**config.mk**
```make
export PLATFORM = sky130hd
export DESIGN_NAME = ipfrgb_shape_lane
export DESIGN_NICKNAME = d
export VERILOG_FILES = /design/src/rtl/ipf_weight_to_rgb_defines.svh /design/src/rtl/ipfrgb_shape_lane.sv
export SDC_FILE = /design/constraint.sdc
export NUM_CORES = 2
export LEC_CHECK = 0
export BUFFER_PORTS_ARGS = -buffer_cell sky130_fd_sc_hd__buf_4
export CAP_MARGIN = 25
export CORE_UTILIZATION = 43
export CTS_CLUSTER_SIZE = 40
export DETAILED_ROUTE_END_ITERATION = 10
export SETUP_SLACK_MARGIN = 0.3
export SLEW_MARGIN = 25
export SYNTH_ARGS = -nofsm -noshare
export SYNTH_HDL_FRONTEND = slang
export SYNTH_SLANG_ARGS = --single-unit
```
**constraint.sdc**
```tcl
create_clock -name clk -period 8.36 [get_ports clk]
set_clock_uncertainty 0.05 [all_clocks]
set_input_delay 0.836 -clock clk [delete_from_list [all_inputs] [get_ports clk]]
set_output_delay 0.836 -clock clk [all_outputs]
set_load 0.005 [all_outputs]
```
**src/rtl/ipf_weight_to_rgb_defines.svh**
```systemverilog
// Assertion macros shared by the color key RTL.
// Each macro expects a clock named clk and a synchronous reset named rst in scope.
`ifndef IPF_WEIGHT_TO_RGB_DEFINES_SVH
`define IPF_WEIGHT_TO_RGB_DEFINES_SVH

// Property that must hold in the same cycle as its antecedent.
`define IPFRGB_CHECK(label, prop, msg) \
  label: assert property (@(posedge clk) disable iff (rst) prop) else $error(msg);

// Condition in one cycle implies a consequence in the next cycle.
`define IPFRGB_CHECK_NEXT(label, cond, conseq, msg) \
  label: assert property (@(posedge clk) disable iff (rst) (cond) |=> (conseq)) \
    else $error(msg);

`endif

```
**src/rtl/ipfrgb_shape_lane.sv**
```systemverilog
// One weight lane: saturation and the cubic shaping 1 - (1 - w)^3, three stages.
// Depends on nothing but its width parameter; stage enables come from the top level.
module ipfrgb_shape_lane #(
  parameter int WEIGHT_FRAC_BITS = 16
) (
  input  logic                      clk,
  input  logic [2:0]                en,
  input  logic [WEIGHT_FRAC_BITS:0] weight,
  output logic [WEIGHT_FRAC_BITS:0] shaped
);

  localparam int F = WEIGHT_FRAC_BITS;
  localparam int W = F + 1;
  localparam logic [W-1:0] ONE = W'(1) << F;

  logic [W-1:0]   w_sat;
  logic [W-1:0]   gap;
  logic [W-1:0]   gap_d1;
  logic [2*W-1:0] sq;
  logic [2*W-1:0] hi_prod;
  logic [F+W-1:0] lo_prod;
  logic [2*W-1:0] cube;

  assign w_sat = (weight > ONE) ? ONE : weight;
  assign gap   = ONE - w_sat;

  always_ff @(posedge clk) begin
    if (en[0]) begin
      sq     <= (2*W)'(gap) * (2*W)'(gap);
      gap_d1 <= gap;
    end
  end

  // Split d^2 into integer and fraction parts so d^3 / ONE^2 stays exact
  // with two narrow products instead of one wide one.
  always_ff @(posedge clk) begin
    if (en[1]) begin
      hi_prod <= (2*W)'(sq[F +: W]) * (2*W)'(gap_d1);
      lo_prod <= (F+W)'(sq[F-1:0]) * (F+W)'(gap_d1);
    end
  end

  assign cube = hi_prod + (2*W)'(lo_prod[F +: W]);

  always_ff @(posedge clk) begin
    if (en[2]) begin
      shaped <= ONE - cube[F +: W];
    end
  end

endmodule

```
==> impl_metrics.py <==
metrics = {
    "global_routing": {
        "grt_pass1_wl_um": 115000,
        "grt-ovfl-total": 0,
        "grt_pass1_vias": 21966,
        "antenna_found_initial": 1,
        "grt.total_usage": 0.207,
        "grt_max_degree": 51,
    },
    "cells_and_area": {
        "areaGrowthSynthToFinish_pct": 7.21,
        "fin_area_um2": 32400,
        "drive_gt1_frac": 0.0548,
        "final_cell_mix": "inv_1, fa_1, nand2_1",
        "diodes": 0,
        "nets": 4237,
        "final_common_cell": "inv_1",
        "fillers": 6639,
    },
    "critical_path": {
        "crit_top_cell": "fa_1",
        "startpoint_type": "input pin",
        "cp_max_fo": 10,
        "crit_type": "input pin to flip-flop",
        "cp_slowest_cell": "or4_1",
        "crit_arrival_ns": 7.80,
        "crit_path_max_incr_delay_ns": 0.54,
        "reg2reg_slack_ns": 1.02,
        "crit_required_ns": 8.53,
        "endpoint_kind": "flip-flop",
    },
    "clock_tree": {
        "path_clk_slew_ns": 0.06,
        "cts-hold-fix-buffers": 0,
        "cts_tree": "done",
        "clkSinkCount": 115,
        "cts-root-buf": "clkbuf_16",
        "clockBufferDepth": 2,
        "cts_made_buffers": 17,
        "htree_levels": 4,
        "ctsResizeCount": 0,
        "clkLatencyLatePin_ns": 0.49,
        "post_cts_buffers": 0,
    },
    "sta": {
        "rsz0062_at_grt": "yes",
        "fmax_mhz": 131,
        "setup_tns_ns": 0,
        "hold_viol": 0,
        "setup_violations": 0,
        "post-route-period-util": 0.912,
        "drv_slew": 0,
        "final.setup.worst_slack_ns": 0.733,
        "tightestPinTransition_ns": 1.00,
        "final.min_clock_period_ns": 7.63,
        "relSlewSlack": 0.333,
        "hold_slack_ns": 0.500,
    },
    "synthesis": {
        "yosysUniqueCellTypes": 78,
        "ys_seq_area_frac": 0.114,
        "ys.flop_type": "edfxtp_1",
        "syn_avg_cell_area_um2": 9.26,
        "synthArstFlopShare": 0,
        "synth-edff-count": 115,
        "synth_warnings": 0,
        "ys_ff_latch": 115,
        "synth.cell_area_um2": 30200,
        "synth_fp_nets": 4225,
        "synthCells": 3258,
    },
    "detailed_routing": {
        "final_antenna_net_count": 0,
        "via_per_inst": 4.96,
        "wl_um": 69700,
        "drt-pass1-iter-count": 7,
        "wl_per_cell_um": 16.5,
        "drtIter0Drc": 1283,
        "vias": 20918,
        "remaining_drc_errors": 0,
    },
    "placement": {
        "port_buffers": 37,
        "placed_area_um2": 31800,
        "place_hpwl_um": 57700,
        "preCtsSetupSlack_ns": 0.00431,
        "globalplace.congestion": 0.847,
    },
    "floorplan": {
        "ios": 38,
        "dieArea_um2": 71200,
        "initial_utilization": 0.437,
        "core-area_um2": 69100,
        "dieHeight_um": 267,
        "chipWidth_um": 267,
        "rows": 96,
    },
    "run_status": {
        "status": "finished, final reports clean",
    },
    "flow_run": {
        "drv_cap": 0,
    },
    "worst_hold_path": {
        "hold_path_class": "flip-flop to flip-flop",
    },
}
## routing by layer
metal | vias up | track usage | share of wire | routed length [µm]
met3 | 74 | 0.0342 | 0.049 | 3420
met1 | 10566 | 0.289 | 0.47 | 32400
li1 | 9806 | - | - | -
met4 | 2 | 0.0492 | 0.015 | 1060
met5 | - | 0 | 0.00019 | 13
met2 | 470 | 0.337 | 0.47 | 32800
## worst paths after layout
| path | from | endpoint | cells past startpoint |
|---|---|---|---|
| setup / recovery | weight[2] | sq[32] | 28 |
| hold / removal | hi_prod[32] | shaped[16] | 1 |
| setup reg to reg | gap_d1[2] | hi_prod[31] | 22 |
| hold reg to reg | hi_prod[32] | shaped[16] | 1 |
## registers in the layout (all words and copies together), names as in the netlist
signal,cells
hi_prod,33
sq,31
gap_d1,17
lo_prod,17
shaped,17
## metrics by stage
stage	instances	utilization
finish	4214	0.468
global route	4214	0.468
CTS	4214	0.468
detailed placement	4182	0.460
global placement	4182	0.460
floorplan	3258	-
## final cells by class
type | instances | area [µm²] | share of cell area
inverters | 817 | 3070 | 0.0948
flip-flops and latches | 115 | 3450 | 0.107
multi-input cells | 2201 | 23200 | 0.717
well taps | 931 | 1160 | 0.0360
clock buffers | 17 | 425 | 0.0131
repair buffers | 118 | 898 | 0.0278
clock inverters | 15 | 135 | 0.00418
## cell families after synthesis
kind of cell | share of synthesized area
compound gates | 0.0530
xor+xnor | 0.0305
fa+ha+maj | 0.543
buf+inv | 0.117
flops | 0.114
mux | 0.00166
other cells | 0.000124
simple gates | 0.140
## cells in the mapped netlist, types with 9 or more instances
cell | instances | area [µm²]
o21a_1 | 16 | 120
nand2b_1 | 13 | 81.3
xor2_1 | 29 | 254
nand3_1 | 16 | 80.1
nand2_1 | 476 | 1790
clkbuf_1 | 122 | 458
a21oi_1 | 68 | 340
inv_1 | 811 | 3040
nor2b_1 | 14 | 87.6
xnor2_1 | 76 | 666
and2_1 | 196 | 1230
nor2_1 | 115 | 432
fa_1 | 607 | 12200
o21ai_0 | 37 | 185
a21o_1 | 29 | 218
nor3_1 | 27 | 135
ha_1 | 339 | 4240
nand4_1 | 9 | 56.3
edfxtp_1 | 115 | 3450
and3_1 | 11 | 68.8
## critical path, delay by kind of cell
| family | cells | cell delay (ns) |
|---|---|---|
| AOI/OAI and AO/OA | 4 | 1.03 |
| and+or+nand+nor | 9 | 1.87 |
| adders and majority gates | 7 | 3.21 |
| xor gates and xnor gates | 1 | 0.11 |
| buffers and inverters | 7 | 0.74 |
Power is not shown: default switching activity piles up to over one toggle a cycle in this logic, so the estimate is an artifact.
