<file path="src/rtl/ipf_weight_to_rgb_defines.svh">
// Assertion macros shared by the color key RTL.
// Each macro expects a clock named clk and a synchronous reset named rst in scope.
`ifndef IPF_WEIGHT_TO_RGB_DEFINES_SVH
`define IPF_WEIGHT_TO_RGB_DEFINES_SVH

// Property that must hold in the same cycle as its antecedent.
`define IPFRGB_CHECK(label, prop, msg) \
  label: assert property (@(posedge clk) disable iff (rst) prop) else $error(msg);

// Condition in one cycle implies a consequence in the next cycle.
`define IPFRGB_CHECK_NEXT(label, cond, conseq, msg) \
  label: assert property (@(posedge clk) disable iff (rst) (cond) |=> (conseq)) \
    else $error(msg);

`endif

</file>
<file path="src/rtl/ipfrgb_pkg.sv">
// Shared constants and types for the inverse pole figure color key.
// No dependencies; used by the interfaces and by every module of the block but the shape lane.
package ipfrgb_pkg;

  localparam int LVL_W      = 8;              // color levels and gains
  localparam int CH_W       = 10;             // raw channel, at most 765
  localparam int NUM_W      = CH_W + LVL_W;   // channel times peak level
  localparam int OWN_GAIN   = 255;
  localparam int APB_DATA_W = 32;
  localparam int ADDR_W     = 3;

  localparam logic [LVL_W-1:0] PEAK_RESET = 8'd204;
  localparam logic [LVL_W-1:0] MIX_RESET  = 8'd23;

  localparam int SHAPE_STAGES = 3;
  localparam int MERGE_STAGES = 3;
  localparam int DIV_STAGES   = LVL_W;        // one quotient bit per stage
  localparam int PIPE_DEPTH   = SHAPE_STAGES + MERGE_STAGES + DIV_STAGES;

  typedef enum logic {
    REG_PEAK = 1'b0,
    REG_MIX  = 1'b1
  } reg_idx_t;

  // Per-pixel normalization control handed from the merge stage to the dividers.
  typedef struct packed {
    logic [CH_W-1:0] divisor;
    logic            dark;
  } norm_ctl_t;

endpackage

</file>
<file path="src/rtl/ipfrgb_merge.sv">
// Merge stage: cross mixing of the three shaped weights, largest channel search,
// and the numerators and divisor for normalization. Depends on ipfrgb_pkg.
module ipfrgb_merge #(
  parameter int WEIGHT_FRAC_BITS = 16
) (
  input  logic                             clk,
  input  logic [2:0]                       en,
  input  logic [ipfrgb_pkg::LVL_W-1:0]     peak_level,
  input  logic [ipfrgb_pkg::LVL_W-1:0]     cross_mix,
  input  logic [WEIGHT_FRAC_BITS:0]        shaped [3],
  output logic [ipfrgb_pkg::NUM_W-1:0]     num [3],
  output ipfrgb_pkg::norm_ctl_t            norm
);

  localparam int F     = WEIGHT_FRAC_BITS;
  localparam int W     = F + 1;
  localparam int G_W   = F + 10;
  localparam int CH_W  = ipfrgb_pkg::CH_W;
  localparam int NUM_W = ipfrgb_pkg::NUM_W;

  logic [G_W-1:0]  own_term [3];
  logic [G_W-1:0]  mix_term [3];
  logic [CH_W-1:0] chan [3];
  logic [CH_W-1:0] max_ab;
  logic [CH_W-1:0] largest;

  for (genvar i = 0; i < 3; i++) begin : g_chan
    logic [W:0]     other_sum;
    logic [G_W-1:0] total;

    assign other_sum = (W+1)'(shaped[(i+1)%3]) + (W+1)'(shaped[(i+2)%3]);
    assign total     = own_term[i] + mix_term[i];

    always_ff @(posedge clk) begin
      if (en[0]) begin
        own_term[i] <= G_W'(shaped[i]) * G_W'(ipfrgb_pkg::OWN_GAIN);
        mix_term[i] <= G_W'(cross_mix) * G_W'(other_sum);
      end
      if (en[1]) begin
        chan[i] <= total[F +: CH_W];
      end
      if (en[2]) begin
        num[i] <= NUM_W'(chan[i]) * NUM_W'(peak_level);
      end
    end
  end

  assign max_ab  = (chan[1] > chan[0]) ? chan[1] : chan[0];
  assign largest = (chan[2] > max_ab) ? chan[2] : max_ab;

  // A dark pixel has all numerators zero; a divisor of one then yields zeros.
  always_ff @(posedge clk) begin
    if (en[2]) begin
      norm.dark    <= (largest == '0);
      norm.divisor <= (largest == '0) ? CH_W'(1) : largest;
    end
  end

endmodule

</file>
<file path="config.mk">
export PLATFORM = sky130hd
export DESIGN_NAME = ipfrgb_merge
export DESIGN_NICKNAME = d
export VERILOG_FILES = /design/src/rtl/ipf_weight_to_rgb_defines.svh /design/src/rtl/ipfrgb_pkg.sv /design/src/rtl/ipfrgb_merge.sv
export SDC_FILE = /design/constraint.sdc
export NUM_CORES = 2
export LEC_CHECK = 0
export ABC_AREA = 1
export BUFFER_PORTS_ARGS = -buffer_cell sky130_fd_sc_hd__buf_2
export CAP_MARGIN = 15
export CORE_MARGIN = 1.5
export CORE_UTILIZATION = 45
export DETAILED_ROUTE_END_ITERATION = 6
export PLACE_DENSITY = 0.59
export SYNTH_ARGS = -nofsm -noshare
export SYNTH_HDL_FRONTEND = slang
export SYNTH_SLANG_ARGS = --single-unit
</file>
<file path="constraint.sdc">
create_clock -name clk -period 6.7 [get_ports clk]
set_input_delay 0.335 -clock clk [delete_from_list [all_inputs] [get_ports clk]]
set_output_delay 0.335 -clock clk [all_outputs]
set_load 0.005 [all_outputs]
</file>
==> flow_summary_export.csv <==
group,metric,value,unit
yosys,synth_top_area_share,29.5,%
yosys,synth_edf_count,248,
final_layout,drive_above_1_share,5.34,%
worst_setup_path,cp.arrival,6110,ps
yosys,yosys-top-cells-area,"fa_1 (29%), edfxtp_1 (17%), ha_1 (15%)",
floorplanning,start_util,45.5,%
yosys,syn_area,44800,um2
timing,final_max_slew_viol_count,0,
route,viasPerCell,5.15,
global_routing,overflow,0,
global_routing,grt_usage,24.3,%
floorplanning,core_area,98600,um2
floorplanning,die_h,319,um
route,final_antenna_net_count,0,
worst_setup_path,path_max_fanout,7,
final_layout,fin_util,48.7,%
cts,post_cts_resized,0,
timing,max_freq,0.172,GHz
floorplanning,rows,115,
yosys,synth-seq-cells,248,
floorplanning,ios,136,
cts,clk_path_buf_depth,3,
timing,finalHoldViolations,0,
run_status,outcome,"completed",
yosys,synth-async-reset-ratio,0,%
worst_setup_path,start_kind,"input port",
place,io_buffer_count,135,
cts,clkSinkCount,248,
place,finalWeightedCongestion,0.905,
worst_setup_path,endpoint_kind,"flop",
final_layout,syn2layout_area_growth,7.11,%
place,dp_slack,377,ps
timing,finalCriticalPeriod,5800,ps
route,drc,0,
yosys,yosysMostFrequentCell,"inv_1",
cts,post_cts_buffers,0,
global_routing,grt_pass1_vias,34434,
cts,numCtsBuffers,34,
floorplanning,die_w,319,um
final_layout,n_fill_cell,9554,
yosys,yosys_warnings,0,
timing,setup_ws,900,ps
route,wl,121000,um
final_layout,nets,6590,
yosys,synthTopCellsByCount,"inv_1 (1182), nand2_1 (904), fa_1 (660)",
flow_run,max-cap-violations,0,
global_routing,grt_max_degree,93,
route,first_iter_violations,2153,
yosys,yosysTopAreaCell,"fa_1",
yosys,synth-seq-area-share,16.6,%
yosys,synth_cells,5240,
global_routing,grt_first_pass_wirelength,193000,um
timing,worstMarginPinSlew,957,ps
worst_setup_path,worstSetupPathType,"input port to flop",
cts,cts_tree,"yes",
yosys,synth_nets,6501,
timing,min_period_over_period,86.6,%
route,dr.pass1.iters,6,
yosys,synthFlopType,"edfxtp_1",
cts,insertion_delay,580,ps
route,wl_per_cell,18.2,um
yosys,avgSynthCellArea,8.55,um2
route,vias,34195,
cts,h-tree-depth,2,
timing,rsz0062_at_grt,"no",
final_layout,regArea,7450,um2
timing,setup_viol,0,
min_path,hold_class,"input port to flop",
yosys,yosysUniqueCellTypes,62,
place,dp_hpwl,99800,um
worst_setup_path,cp.required,7010,ps
cts,path_clk_slew,70,ps
timing,max_slew_margin,36.2,%
floorplanning,dieArea,102000,um2
cts,hold_buffers,0,
timing,fin_tns_setup,0,ps
cts,root_buffer,"clkbuf_16",
timing,clock_skew,30.8,ps
global_routing,antenna_found_initial,1,
final_layout,multiInputGateArea,32500,um2
-- placed cells by master, fill, tap and decap left out, drive strengths merged, types with 40 or more instances in the layout --
cell / instances
nor3: 52
buf: 158
edfxtp: 248
inv: 1186
nand3: 151
o21ai: 131
ha: 530
o21bai: 48
a21o: 40
a21oi: 275
fa: 660
nor2: 488
xnor2: 77
xor2: 166
nand2: 922
-- critical path, cell delays in order --
cell and delay, ps:
buf_2 270, ha_1 250, inv_1 100, fa_1 410
nand3b_1 170, nand2_1 140, a21boi_2 80, o21ai_1 220
a31oi_2 180, xor2_2 170, nor2_1 80, fa_1 570
inv_1 70, fa_1 550, fa_1 430, fa_1 490
inv_1 40, ha_1 350, a21oi_1 230, inv_1 70
a31oi_1 240, o21ai_0 180, a21oi_1 220, o21bai_1 100
xor2_1 140
-- cells by family (layout without fill, tap and decap cells) --
family	Yosys count	count (layout)	share of synthesized area, %
and+or+nand+nor	1668	1668	15.2
buffers and inverters	1293	1405	10.9
adders and majority gates	1190	1190	44.3
AOI/OAI and AO/OA	598	598	8.01
DFF	248	248	16.6
xor gates and xnor gates	243	243	4.98
other	0	1	0
-- final timing paths --
path | startpoint | end | slack (ps) | cells after the start
worst min register to register | mix_term[0][77] | chan[0][29] | 580 | 1
worst max-delay path | shaped[0] | mix_term[0][21] | 900 | 25
worst max register to register | chan[0][4] | num[51] | 1820 | 16
worst min-delay path | shaped[17] | own_term[0][25] | 130 | 1
-- area by class of cell --
class	count	share of cell area (%)
well taps	1287	3.35
flip-flops and latches	248	15.5
clock buffers	39	1.86
multi-input cells	3699	67.7
diodes	1	0.00521
clock inverters	20	0.498
inverters	1188	9.29
repair buffers	158	1.81
-- routing by layer --
metal | global-route usage [%] | share of wire [%] | vias up
li1 | - | - | 16463
met5 | 0 | 0 | -
met4 | 8.20 | 3.6 | 0
met2 | 36.7 | 43 | 1034
met1 | 35.3 | 47 | 16538
met3 | 4.13 | 7.2 | 160
-- per-stage QoR --
step | cell area (um2) | hold WS (ps) | std cells
after global routing | 48000 | 120 | 6639
after global placement | 46900 | 579 | 6580
after detailed placement | 46900 | 581 | 6580
after floorplan | 44800 | 434 | 5240
final | 48000 | 127 | 6640
after CTS | 48000 | 86.7 | 6639
-- state kept, by name, indices dropped and copies added, names as in the netlist --
register	count
chan	30
own_term	75
norm	11
num	54
mix_term	78
Power is not shown: default switching activity piles up to over one toggle a cycle in this logic, so the estimate is an artifact.
