--- config.mk ---
export PLATFORM = sky130hd
export DESIGN_NAME = ipfrgb_div_lane
export DESIGN_NICKNAME = d
export VERILOG_FILES = /design/src/rtl/ipf_weight_to_rgb_defines.svh /design/src/rtl/ipfrgb_pkg.sv /design/src/rtl/ipfrgb_div_lane.sv
export SDC_FILE = /design/constraint.sdc
export NUM_CORES = 1
export LEC_CHECK = 0
export BUFFER_PORTS_ARGS = -buffer_cell sky130_fd_sc_hd__buf_2
export CAP_MARGIN = 15
export CORE_ASPECT_RATIO = 1.2
export CORE_MARGIN = 4
export CORE_UTILIZATION = 52
export CTS_CLUSTER_SIZE = 10
export DETAILED_ROUTE_END_ITERATION = 6
export PLACE_DENSITY = 0.69
export SYNTH_ARGS = -nofsm -noshare
export SYNTH_HDL_FRONTEND = slang
export SYNTH_SLANG_ARGS = --single-unit
--- constraint.sdc ---
create_clock -name clk -period 5.5 [get_ports clk]
set_clock_uncertainty 0.2 [all_clocks]
set_input_delay 0.275 -clock clk [delete_from_list [all_inputs] [get_ports clk]]
set_output_delay 0.275 -clock clk [all_outputs]
set_load 0.02 [all_outputs]
--- src/rtl/ipf_weight_to_rgb_defines.svh ---
// Assertion macros shared by the color key RTL.
// Each macro expects a clock named clk and a synchronous reset named rst in scope.
`ifndef IPF_WEIGHT_TO_RGB_DEFINES_SVH
`define IPF_WEIGHT_TO_RGB_DEFINES_SVH

// Property that must hold in the same cycle as its antecedent.
`define IPFRGB_CHECK(label, prop, msg) \
  label: assert property (@(posedge clk) disable iff (rst) prop) else $error(msg);

// Condition in one cycle implies a consequence in the next cycle.
`define IPFRGB_CHECK_NEXT(label, cond, conseq, msg) \
  label: assert property (@(posedge clk) disable iff (rst) (cond) |=> (conseq)) \
    else $error(msg);

`endif

--- src/rtl/ipfrgb_pkg.sv ---
// Shared constants and types for the inverse pole figure color key.
// No dependencies; used by the interfaces and by every module of the block but the shape lane.
package ipfrgb_pkg;

  localparam int LVL_W      = 8;              // color levels and gains
  localparam int CH_W       = 10;             // raw channel, at most 765
  localparam int NUM_W      = CH_W + LVL_W;   // channel times peak level
  localparam int OWN_GAIN   = 255;
  localparam int APB_DATA_W = 32;
  localparam int ADDR_W     = 3;

  localparam logic [LVL_W-1:0] PEAK_RESET = 8'd204;
  localparam logic [LVL_W-1:0] MIX_RESET  = 8'd23;

  localparam int SHAPE_STAGES = 3;
  localparam int MERGE_STAGES = 3;
  localparam int DIV_STAGES   = LVL_W;        // one quotient bit per stage
  localparam int PIPE_DEPTH   = SHAPE_STAGES + MERGE_STAGES + DIV_STAGES;

  typedef enum logic {
    REG_PEAK = 1'b0,
    REG_MIX  = 1'b1
  } reg_idx_t;

  // Per-pixel normalization control handed from the merge stage to the dividers.
  typedef struct packed {
    logic [CH_W-1:0] divisor;
    logic            dark;
  } norm_ctl_t;

endpackage

--- src/rtl/ipfrgb_div_lane.sv ---
// One normalization lane: restoring division of channel*peak by the largest
// channel, one quotient bit per pipeline stage. Depends on ipfrgb_pkg.
module ipfrgb_div_lane (
  input  logic                                 clk,
  input  logic [ipfrgb_pkg::DIV_STAGES-1:0]    en,
  input  logic [ipfrgb_pkg::NUM_W-1:0]         num,
  input  logic [ipfrgb_pkg::CH_W-1:0]          divisor,
  output logic [ipfrgb_pkg::LVL_W-1:0]         quot
);

  localparam int STAGES = ipfrgb_pkg::DIV_STAGES;
  localparam int NUM_W  = ipfrgb_pkg::NUM_W;
  localparam int CH_W   = ipfrgb_pkg::CH_W;
  localparam int LVL_W  = ipfrgb_pkg::LVL_W;

  logic [NUM_W-1:0] rem    [STAGES-1];
  logic [CH_W-1:0]  dvs    [STAGES-1];
  logic [LVL_W-1:0] quot_r [STAGES];

  // The numerator never exceeds 255 times the divisor, so eight bits of
  // quotient cover it and the first trial subtract starts at bit seven.
  for (genvar j = 0; j < STAGES; j++) begin : g_step
    localparam int B = STAGES - 1 - j;
    logic [NUM_W-1:0] rem_in;
    logic [NUM_W-1:0] trial;
    logic [CH_W-1:0]  dvs_in;
    logic [LVL_W-1:0] q_in;
    logic             take;

    if (j == 0) begin : g_first
      assign rem_in = num;
      assign dvs_in = divisor;
      assign q_in   = '0;
    end else begin : g_next
      assign rem_in = rem[j-1];
      assign dvs_in = dvs[j-1];
      assign q_in   = quot_r[j-1];
    end

    assign trial = NUM_W'(dvs_in) << B;
    assign take  = (rem_in >= trial);

    always_ff @(posedge clk) begin
      if (en[j]) begin
        quot_r[j] <= take ? (q_in | (LVL_W'(1) << B)) : q_in;
      end
    end

    if (j < STAGES - 1) begin : g_carry
      always_ff @(posedge clk) begin
        if (en[j]) begin
          rem[j] <= take ? (rem_in - trial) : rem_in;
          dvs[j] <= dvs_in;
        end
      end
    end
  end

  assign quot = quot_r[STAGES-1];

endmodule

==> out/qor.csv, run 1 <==
metric;value;unit
status;completed;
DR iter-0 viols;322;
Yosys reg bits;232;
IO Pins;45;
RR Endpoint;rem[5][7];
IO Port Bufs;44;
crit path cell chain;inv_1, ha_1, inv_1, fa_1, a211oi_1, o21ai_0, a2111oi_2, nand2_1, mux2_2;
Clock transition at path regs;0.05;ns
CP delay by family, top;compound AO/OA/AOI/OAI gates;
FF-to-FF Start;rem[4][2];
Final Hold Fails;0;
gpl congestion;0.9230;
R2R setup slack;1.99;ns
Num CTS Buffers;27;
Max Transition Viols Final;0;
FMAX;0.2849;GHz
peak supply drop;0.2483;mV
Max-Cap Viols;0;
hold path endpoint;rem[0][16];
H-tree levels;1;
EDFF count, synth;232;
Die Ht;176.2;um
Hold Worst Slack;0.08844;ns
top-count cell post-synth;edfxtp_1;
crit path capture type;flop;
GRT Residual Overflow;0;
Critical Path RT;5.58;ns
Routed WL;22420;um
register area;6967;sq um
Async S/R FF share, synth;0;%
crit path DAT;3.59;ns
Routed Antenna Nets;0;
Starting Density;52.84;%
CTS Buffer Depth;3;
crit-path max FO;19;
worst min path class;in2reg;
Clock Latency Late Sink;0.54;ns
Total GRT Usage;17.19;%
synth top area cells;edfxtp_1 57%, ha_1 8.2%, inv_1 3.1%;
Slew @ Worst Pin;0.8012;ns
die area;26110;sq um
Fillers;1869;
crit path buf inv count;2;
WL/cell;15.64;um
max_slew headroom;45.21;%
Place WS;1.995;ns
first-pass GRT wire length;36710;um
hold path cells;1;
Synth area leader;edfxtp_1;
antenna violations before repair;0;
vias in the first global route;8239;
YS warnings;0;
CP peak stage delay;0.48;ns
area of the multi-input gates;4838;sq um
RSZ-0062 raised after global routing;no;
post-synthesis sequential area ratio;56.82;%
final-report setup violation count;0;
core area;23200;sq um
Synth top area share;56.82;%
Unique masters post-synth;64;
Die W;148.2;um
CTS Sinks;232;
mean number of vias per cell;5.547;
worst hold start;en[0];
Power Dens Cells;437.0;nW/um^2
crit path time final;3.510;ns
post-CTS setup repair buffer count;0;
CTS root buffer;clkbuf_16;
Vias;7955;
setup ws final;1.990;ns
row cnt;61;
Layout area overhead;12.74;%
CP startpoint kind;flop;
Setup TNS;0;ns
Residual DRC;0;
Syn Area/Cell;11.94;sq um
top_reg_cell synth;edfxtp_1;
HPWL after DPL;17040;um
Post-Syn Instances;1027;
Leakage;5.395;nW
period utilization;63.81;%
Net Count, Synth;1151;
DR pass1 iterations;5;
Post-synth top cells;232 x edfxtp_1, 101 x inv_1, 91 x nor2_1;
FF-to-FF path depth;9;
CP most frequent cell;inv_1;
n_diodes;0;
Slowest cell on crit path;a2111oi_2;
layout cells sized above 1;11.08;%
# nets final;1240;
mapped cell area;12260;sq um
largest net degree at the start of global routing;36;
CTS tree;done;
CP Class;reg2reg;
-- cells by family after synthesis --
logic type,count (synthesis),synth area share (%)
buffers and inverters,117,3.715
xor gates and xnor gates,57,4.072
DFF,232,56.82
and+or+nand+nor,262,10.62
adders and majority gates,87,9.307
AOI/OAI and AO/OA,239,12.44
muxes,33,3.021
-- report_power, final --
group	switching, W	internal (W)
clock	0.000629	0.000873
combinational	0.00103	0.000881
sequential	0.000200	0.00243
total	0.00185	0.00419
-- worst register-to-register path, delay by kind of cell, from the launching register on --
family / cells / cell delay [ns]
AO/OA/AOI/OAI: 3 / 1.07
adder cells (fa/ha/maj): 2 / 0.59
AND/OR/NAND/NOR: 1 / 0.47
multiplexers: 1 / 0.42
flip-flops: 1 / 0.39
buffers and inverters: 2 / 0.13
-- metal layers --
metal | share of wire [%] | routed length (um) | track usage [%]
met5 | 0 | 0 | 0
met4 | 6.2 | 1390 | 10.40
met3 | 3.5 | 794 | 2.388
met2 | 56 | 12600 | 35.08
met1 | 34 | 7637 | 15.51
-- worst max path at each step --
| stage | startpoint | endpoint | slack, ns | cells past startpoint |
|---|---|---|---|---|
| 2_1_floorplan | rem[4][2] | rem[5][11] | 2.49 | 11 |
| 3_3_place_gp | rem[4][2] | rem[5][3] | 2.06 | 9 |
| 3_5_place_dp | rem[4][2] | rem[5][3] | 2.00 | 9 |
| 4_1_cts | rem[4][2] | rem[5][7] | 1.98 | 9 |
| 5_1_grt | rem[4][2] | rem[5][7] | 1.65 | 9 |
| 6_report | rem[4][2] | rem[5][7] | 1.99 | 9 |
-- cells in the final DEF, fill, tap and decap left out, types with 11 or more instances in the layout --
cell / synthesis / layout
edfxtp_1: 232 / 232
inv_1: 101 / 101
nor2_1: 91 / 91
ha_1: 80 / 80
a21oi_1: 71 / 71
nand2_1: 55 / 55
o21ai_0: 54 / 54
buf_2: 1 / 44
mux2_2: 31 / 31
xor2_1: 30 / 30
dlygate4sd3_1: 0 / 29
xnor2_1: 27 / 27
clkbuf_16: 0 / 27
o21a_1: 17 / 17
nor2b_1: 15 / 15
nand3_1: 14 / 14
a211oi_1: 14 / 14
a21o_1: 12 / 12
a31oi_1: 12 / 12
nand2b_1: 12 / 12
nor3_1: 11 / 11
-- sequential cells by signal (all words and copies together) (netlist names) --
| register | flops |
|---|---|
| rem | 126 |
| dvs | 70 |
| quot_r | 36 |
-- final cells by class --
type,instances,share of cell area [%]
flip-flops and latches,232,50.40
clock buffers,30,4.970
multi-input cells,678,35.00
well taps,315,2.851
repair buffers,75,3.802
clock inverters,2,0.1991
inverters,102,2.770
-- per-stage QoR --
| stage | cell area (sq um) | power (W) | util (%) | instances |
|---|---|---|---|---|
| floorplan | 12260 | 0.004106 | - | 1027 |
| global placement | 12820 | 0.004486 | 55.24 | 1373 |
| detailed placement | 12820 | 0.004536 | 55.24 | 1373 |
| CTS | 13820 | 0.006071 | 59.57 | 1434 |
| global route | 13820 | 0.006420 | 59.57 | 1434 |
| finish | 13820 | 0.006040 | 59.57 | 1434 |
-- repair_timing --
item                                   4_1_cts  5_1_grt
gates resized for setup                      0        0
endpoints found under the hold margin       36        0
hold buffers                                29        0
No activity file was read; power rests on OpenSTA's default activity.
==> run 2: changes to the inputs <==
Settings changed: ABC_AREA set to 1, PLACE_DENSITY 0.69 to 0.71.
Clock period 5.5 ns to 3.2 ns, I/O delays scaled along.
==> run 2 against run 1 <==
Synthesized cell count is 55% higher. Worst hold slack worse by 0.045 ns. Maximum frequency is 38% higher. Sequential share of layout area is 5.6 points lower. Wire length is 42% higher. Clock power is 86% higher. First-iteration DRC count is 57% higher.
==> out/qor.csv, run 2 <==
metric;value;unit;change
FF-to-FF path depth;8;;-1
gpl congestion;0.9141;;-0.96%
Synth area leader;edfxtp_1;;
Largest regs;rem x126, dvs x70, quot_r x36;;
mean number of vias per cell;5.181;;-6.6%
RSZ-0062 raised after global routing;no;;
Slew @ Worst Pin;0.8156;ns;+0.01445 ns
post-CTS setup repair buffer count;0;;unchanged
hold path cells;1;;unchanged
Total GRT Usage;22.28;%;+5.1 points
H-tree levels;1;;unchanged
Routed WL;31780;um;+42%
crit path capture type;flop;;
synth top area cells;edfxtp_1 50%, nand2_1 14%, ha_1 7.2%;;
worst hold start;en[4];;
die area;29420;sq um;+13%
number of flip-flops in the largest register;126;;unchanged
HPWL after DPL;25510;um;+50%
row cnt;65;;+6.6%
Residual DRC;0;;unchanged
CTS tree;done;;
CP startpoint kind;flop;;
Setup TNS;0;ns;unchanged
first-pass GRT wire length;52780;um;+44%
Routed Antenna Nets;0;;unchanged
core area;26350;sq um;+14%
Starting Density;52.74;%;-0.097 points
Post-CTS Hold Buffers;33;;+14%
WL/cell;15.67;um;+0.20%
top_reg_cell synth;edfxtp_1;;
Clock transition at path regs;0.06;ns;about the same
final-report setup violation count;0;;unchanged
crit-path max FO;7;;-12
CTS root buffer;clkbuf_16;;
most frequent cells in the layout;522 x nand2_1, 257 x inv_1, 232 x edfxtp_1, 118 x nor2_1, 90 x nand3_1;;
crit path buf inv count;1;;-1
Unique masters post-synth;44;;-31%
Layout area overhead;11.80;%;
max_slew headroom;45.63;%;+0.42 points
# nets final;1811;;+46%
crit path time final;2.534;ns;-0.9753 ns
share of total power in combinational logic;35.9;%;+4.3 points
register share of total power;39.7;%;-3.9 points
clock power share;24.4;%;-0.5 points
Synth top area share;50.13;%;-6.7 points
Clock Latency Late Sink;0.55;ns;about the same
sw frac;36.44;%;+5.7 points
R2R setup slack;0.67;ns;-1.32 ns
Post-synth top cells;522 x nand2_1, 257 x inv_1, 232 x edfxtp_1;;
mapped cell area;13900;sq um;+13%
Power, Total;0.01144;W;+89%
setup ws final;0.6657;ns;-1.325 ns
Pint;0.007271;W;+74%
Slowest cell on crit path;fa_1;;
CP delay by family, top;adder cells;;
IO Pins;45;;unchanged
Die Ht;187.1;um;+6.2%
FF-to-FF Start;dvs[0][0];;
Fillers;2321;;+24%
FMAX;0.3946;GHz;+38%
period utilization;79.20;%;+15 points
PostCTS Resize Cnt;0;;unchanged
post-synthesis sequential area ratio;50.13;%;-6.7 points
P_sw;0.004169;W;+120%
Num CTS Buffers;28;;+3.7%
crit path DAT;2.69;ns;-0.90 ns
Post-Syn Instances;1591;;+55%
DR pass1 iterations;5;;unchanged
Die W;157.2;um;+6.1%
Critical Path RT;3.35;ns;-2.23 ns
hold path endpoint;dvs[4][8];;
worst min path class;in2reg;;
CP Class;reg2reg;;
final core utilization;58.97;%;-0.60 points
RR Endpoint;rem[1][17];;
GRT Residual Overflow;0;;unchanged
Power Dens Cells;736.3;nW/um^2;+68%
IO Port Bufs;44;;unchanged
Final Hold Fails;0;;unchanged
Leakage;7.252;nW;+34%
Max Transition Viols Final;0;;unchanged
Yosys reg bits;232;;unchanged
Max-Cap Viols;0;;unchanged
Syn Area/Cell;8.736;sq um;-27%
layout cells sized above 1;9.273;%;-1.8 points
YS warnings;0;;unchanged
DR iter-0 viols;504;;+57%
Top reg by flops;rem;;
Async S/R FF share, synth;0;%;unchanged
n_diodes;0;;unchanged
CTS Sinks;232;;unchanged
status;completed;;
EDFF count, synth;232;;unchanged
Net Count, Synth;1715;;+49%
antenna violations before repair;0;;unchanged
top-count cell post-synth;nand2_1;;
CTS Buffer Depth;3;;unchanged
Vias;10510;;+32%
commonest non-fill, non-tap cell in the layout;nand2_1;;
peak supply drop;0.3529;mV;+42%
vias in the first global route;10820;;+31%
CP most frequent cell;a21oi_1;;
crit path cell chain;ha_1, fa_1, o21ai_2, nand2_1, a21oi_1, nor2_1, buf_4, a21oi_1;;
CP peak stage delay;0.46;ns;-0.02 ns
largest net degree at the start of global routing;36;;unchanged
Place WS;0.7126;ns;-1.283 ns
run 2: worst max path at each step:
stage / start / to / slack, ns / cells after the start
after floorplan: rem[4][2] / rem[5][6] / 0.97 / 13
after global placement: rem[4][2] / rem[5][3] / 0.75 / 13
after detailed placement: dvs[0][0] / rem[1][17] / 0.71 / 8
after CTS: dvs[0][0] / rem[1][17] / 0.68 / 8
after global routing: rem[0][11] / rem[1][12] / 0.54 / 9
final: dvs[0][0] / rem[1][17] / 0.67 / 8
run 2: power by group through the flow:
stage / Sequential, W / Clock, W / Combinational (W)
2_1_floorplan: 0.00442 / 0 / 0.00318
3_3_place_gp: 0.00459 / 0 / 0.00399
3_5_place_dp: 0.00461 / 0 / 0.00406
4_1_cts: 0.00455 / 0.00286 / 0.00412
5_1_grt: 0.00459 / 0.00300 / 0.00472
6_report: 0.00454 / 0.00279 / 0.00410
run 2: stage by stage:
stage	instance area, sq um	hold WS, ns	std cells
finish	15540	0.04324	2028
global route	15540	0.05851	2028
floorplan	13900	0.05887	1591
detailed placement	14420	0.1526	1959
CTS	15540	0.02503	2028
global placement	14420	0.1529	1959
run 2: cell type report:
type	instances	area, sq um	share of cell area, %
clock buffer	30	708.2	4.558
clock inverter	6	80.08	0.5153
inverter	263	989.7	6.369
multi-input combinational	1080	5787	37.24
sequential	232	6967	44.83
tap	335	419.2	2.697
timing repair buffer	82	588.1	3.785
run 2: kinds of logic after synthesis:
| family | share of synthesized area (%) |
|---|---|
| buffers and inverters | 8.237 |
| AO/OA/AOI/OAI | 4.321 |
| flip-flops | 50.13 |
| AND/OR/NAND/NOR | 26.40 |
| XOR/XNOR | 2.710 |
| adder cells (fa/ha/maj) | 8.210 |
run 2: routing by layer:
layer  vias to the layer above  routed length, um  global-route usage [%]
li1                       5356                  -                       -
met1                      4887              11420                   22.48
met2                       177              18210                   45.15
met3                        87                772                   2.291
met4                         0               1368                   8.772
met5                         -                  0                       0
==> run 3: changes to the inputs <==
Clock period 3.2 ns to 2.2 ns, I/O delays scaled along.
==> run 3 against run 2 <==
Worst hold slack gained 0.044 ns. The flow now finishes with violations (negative setup slack). Final area grew 20%. Die area stayed put. Sequential power up 48%. Largest cell class is now multi-input gates. Largest power group is now combinational cells. Critical endpoint is now rem[1][8].
==> out/qor.csv, run 3 (synthesized netlist as in run 2, its figures left out) <==
metric;value;unit;change
status;complete, but fails checks;;
failing checks;negative setup slack;;
Die W;157.2;um;unchanged
DR pass1 iterations;6;;+1
row cnt;65;;unchanged
period utilization;103.8;%;+25 points
layout cells sized above 1;30.77;%;+21 points
DR iter-0 viols;672;;+33%
IO Port Bufs;44;;unchanged
Max-Cap Viols;0;;unchanged
crit path capture type;flop;;
FMAX;0.4380;GHz;+11%
IO Pins;45;;unchanged
Post-DP Area;15630;sq um;+8.4%
Starting Density;52.74;%;unchanged
# nets final;2034;;+12%
Layout area overhead;34.22;%;
CP startpoint kind;flop;;
number of flip-flops in the largest register;126;;unchanged
FF-to-FF Start;dvs[0][0];;
Non-Filler Cell Area, Final;18650;sq um;+20%
Residual DRC;0;;unchanged
Largest regs;rem x126, dvs x70, quot_r x36;;
worst min path class;in2reg;;
H-tree levels;1;;unchanged
hold path cells;6;;+5
most frequent cells in the layout;437 x nand2_1, 236 x inv_1, 232 x edfxtp_1, 197 x buf_4, 108 x nor2_1;;
Slew @ Worst Pin;0.7886;ns;-0.02705 ns
HPWL after DPL;26250;um;+2.9%
Routed Antenna Nets;0;;unchanged
first-pass GRT wire length;55800;um;+5.7%
Final Hold Fails;0;;unchanged
crit-path max FO;6;;-1
WL/cell;16.59;um;+5.9%
n_diodes;0;;unchanged
Vias;11850;;+13%
Power Dens Cells;1040;nW/um^2;+41%
CTS tree;done;;
Die Ht;187.1;um;unchanged
antenna violations before repair;0;;unchanged
FF-to-FF path depth;9;;+1
CP Class;reg2reg;;
Top reg by flops;rem;;
hold path endpoint;rem[0][15];;
CTS Sinks;232;;unchanged
Critical Path RT;2.30;ns;-1.05 ns
Fillers;1898;;-18%
Leakage;8.550;nW;+18%
largest net degree at the start of global routing;36;;unchanged
final-report setup violation count;33;;+33
core area;26350;sq um;unchanged
die area;29420;sq um;unchanged
crit path DAT;2.38;ns;-0.31 ns
CTS Buffer Depth;3;;unchanged
Clock transition at path regs;0.06;ns;about the same
mean number of vias per cell;5.271;;+1.7%
CTS root buffer;clkbuf_16;;
Routed WL;37310;um;+17%
Max Transition Viols Final;0;;unchanged
Num CTS Buffers;27;;-3.6%
peak supply drop;0.6835;mV;+94%
gpl congestion;0.9009;;-1.4%
setup ws final;-0.08314;ns;-0.7488 ns
R2R setup slack;-0.08;ns;-0.75 ns
commonest non-fill, non-tap cell in the layout;nand2_1;;
RR Endpoint;rem[1][8];;
Total GRT Usage;23.56;%;+1.3 points
vias in the first global route;11870;;+9.7%
worst hold start;num[15];;
GRT Residual Overflow;0;;unchanged
Place WS;-0.2735;ns;-0.9861 ns
max_slew headroom;47.43;%;+1.8 points
crit path time final;2.283;ns;-0.2512 ns
Clock Latency Late Sink;0.55;ns;about the same
RSZ-0062 raised after global routing;yes;;
run 3: changes by cell type in the layout (fill, tap and decap cells not counted), sizes merged:
cell	previous run	this run
buf	49	261
clkbuf	30	33
dlygate4sd3	33	36
nand3	93	96
bufinv	1	0
clkinvlp	1	0
inv	263	264
nand2	548	549
run 3: repair_timing:
action,CTS,global route
hold buffers,36,0
cloned,3,7
setup buffers,11,48
endpoints found under the setup margin,73,97
pin swaps,14,76
endpoints found under the hold margin,234,0
gates resized for setup,63,225
run 3: worst max-delay path, cell delays in order, from the launching register on:
cell      delay, ns
edfxtp_1       0.43
ha_4           0.20
fa_2           0.38
o21ai_2        0.19
nand2_2        0.10
a21oi_2        0.19
nor2_4         0.08
buf_8          0.15
nand2_2        0.06
nand2_2        0.07
run 3: worst max path at each step:
stage,end,depth (start not counted),start,slack [ns]
floorplan,rem[5][8],13,rem[4][2],0.03
CTS,rem[5][11],13,rem[4][2],-0.03
global route,rem[3][10],10,rem[2][9],-0.15
detailed placement,rem[2][17],7,rem[1][5],-0.27
finish,rem[1][8],9,dvs[0][0],-0.08
global placement,rem[2][13],9,rem[1][5],-0.26
run 3: area by class of cell:
cell class	instances	area, sq um	area share (%)
Timing Repair inverter	1	8.758	0.04695
Multi-Input combinational cell	1084	7074	37.92
Clock buffer	29	683.2	3.662
Sequential cell	232	6967	37.35
Clock inverter	4	31.28	0.1677
Tap cell	335	419.2	2.247
Timing Repair Buffer	301	2466	13.22
Inverter	263	1005	5.386
run 3: power breakdown:
| part | internal (W) | total (W) | switching, W |
|---|---|---|---|
| registers | 0.00603 | 0.00670 | 0.000669 |
| logic | 0.00399 | 0.00886 | 0.00487 |
| clock network | 0.00218 | 0.00383 | 0.00166 |
run 3: stage by stage:
stage | utilization (%) | TNS [ns] | hold slack, ns | power (W) | cells
floorplan | - | 0 | 0.008869 | 0.01105 | 1591
global placement | 59.31 | -5.104 | 0.1044 | 0.01354 | 2113
detailed placement | 59.31 | -7.108 | 0.1047 | 0.01369 | 2113
CTS | 64.92 | -0.1394 | 0.04838 | 0.01787 | 2195
global route | 70.79 | -5.608 | 0.08287 | 0.02062 | 2249
finish | 70.79 | -1.252 | 0.08767 | 0.01939 | 2249
run 3: routing by layer:
layer	up-vias	wire length (um)	track usage [%]
met5	-	0	0
met2	361	21200	47.89
met3	164	1378	2.708
met4	0	2593	12.51
li1	5809	-	-
met1	5520	12140	21.96
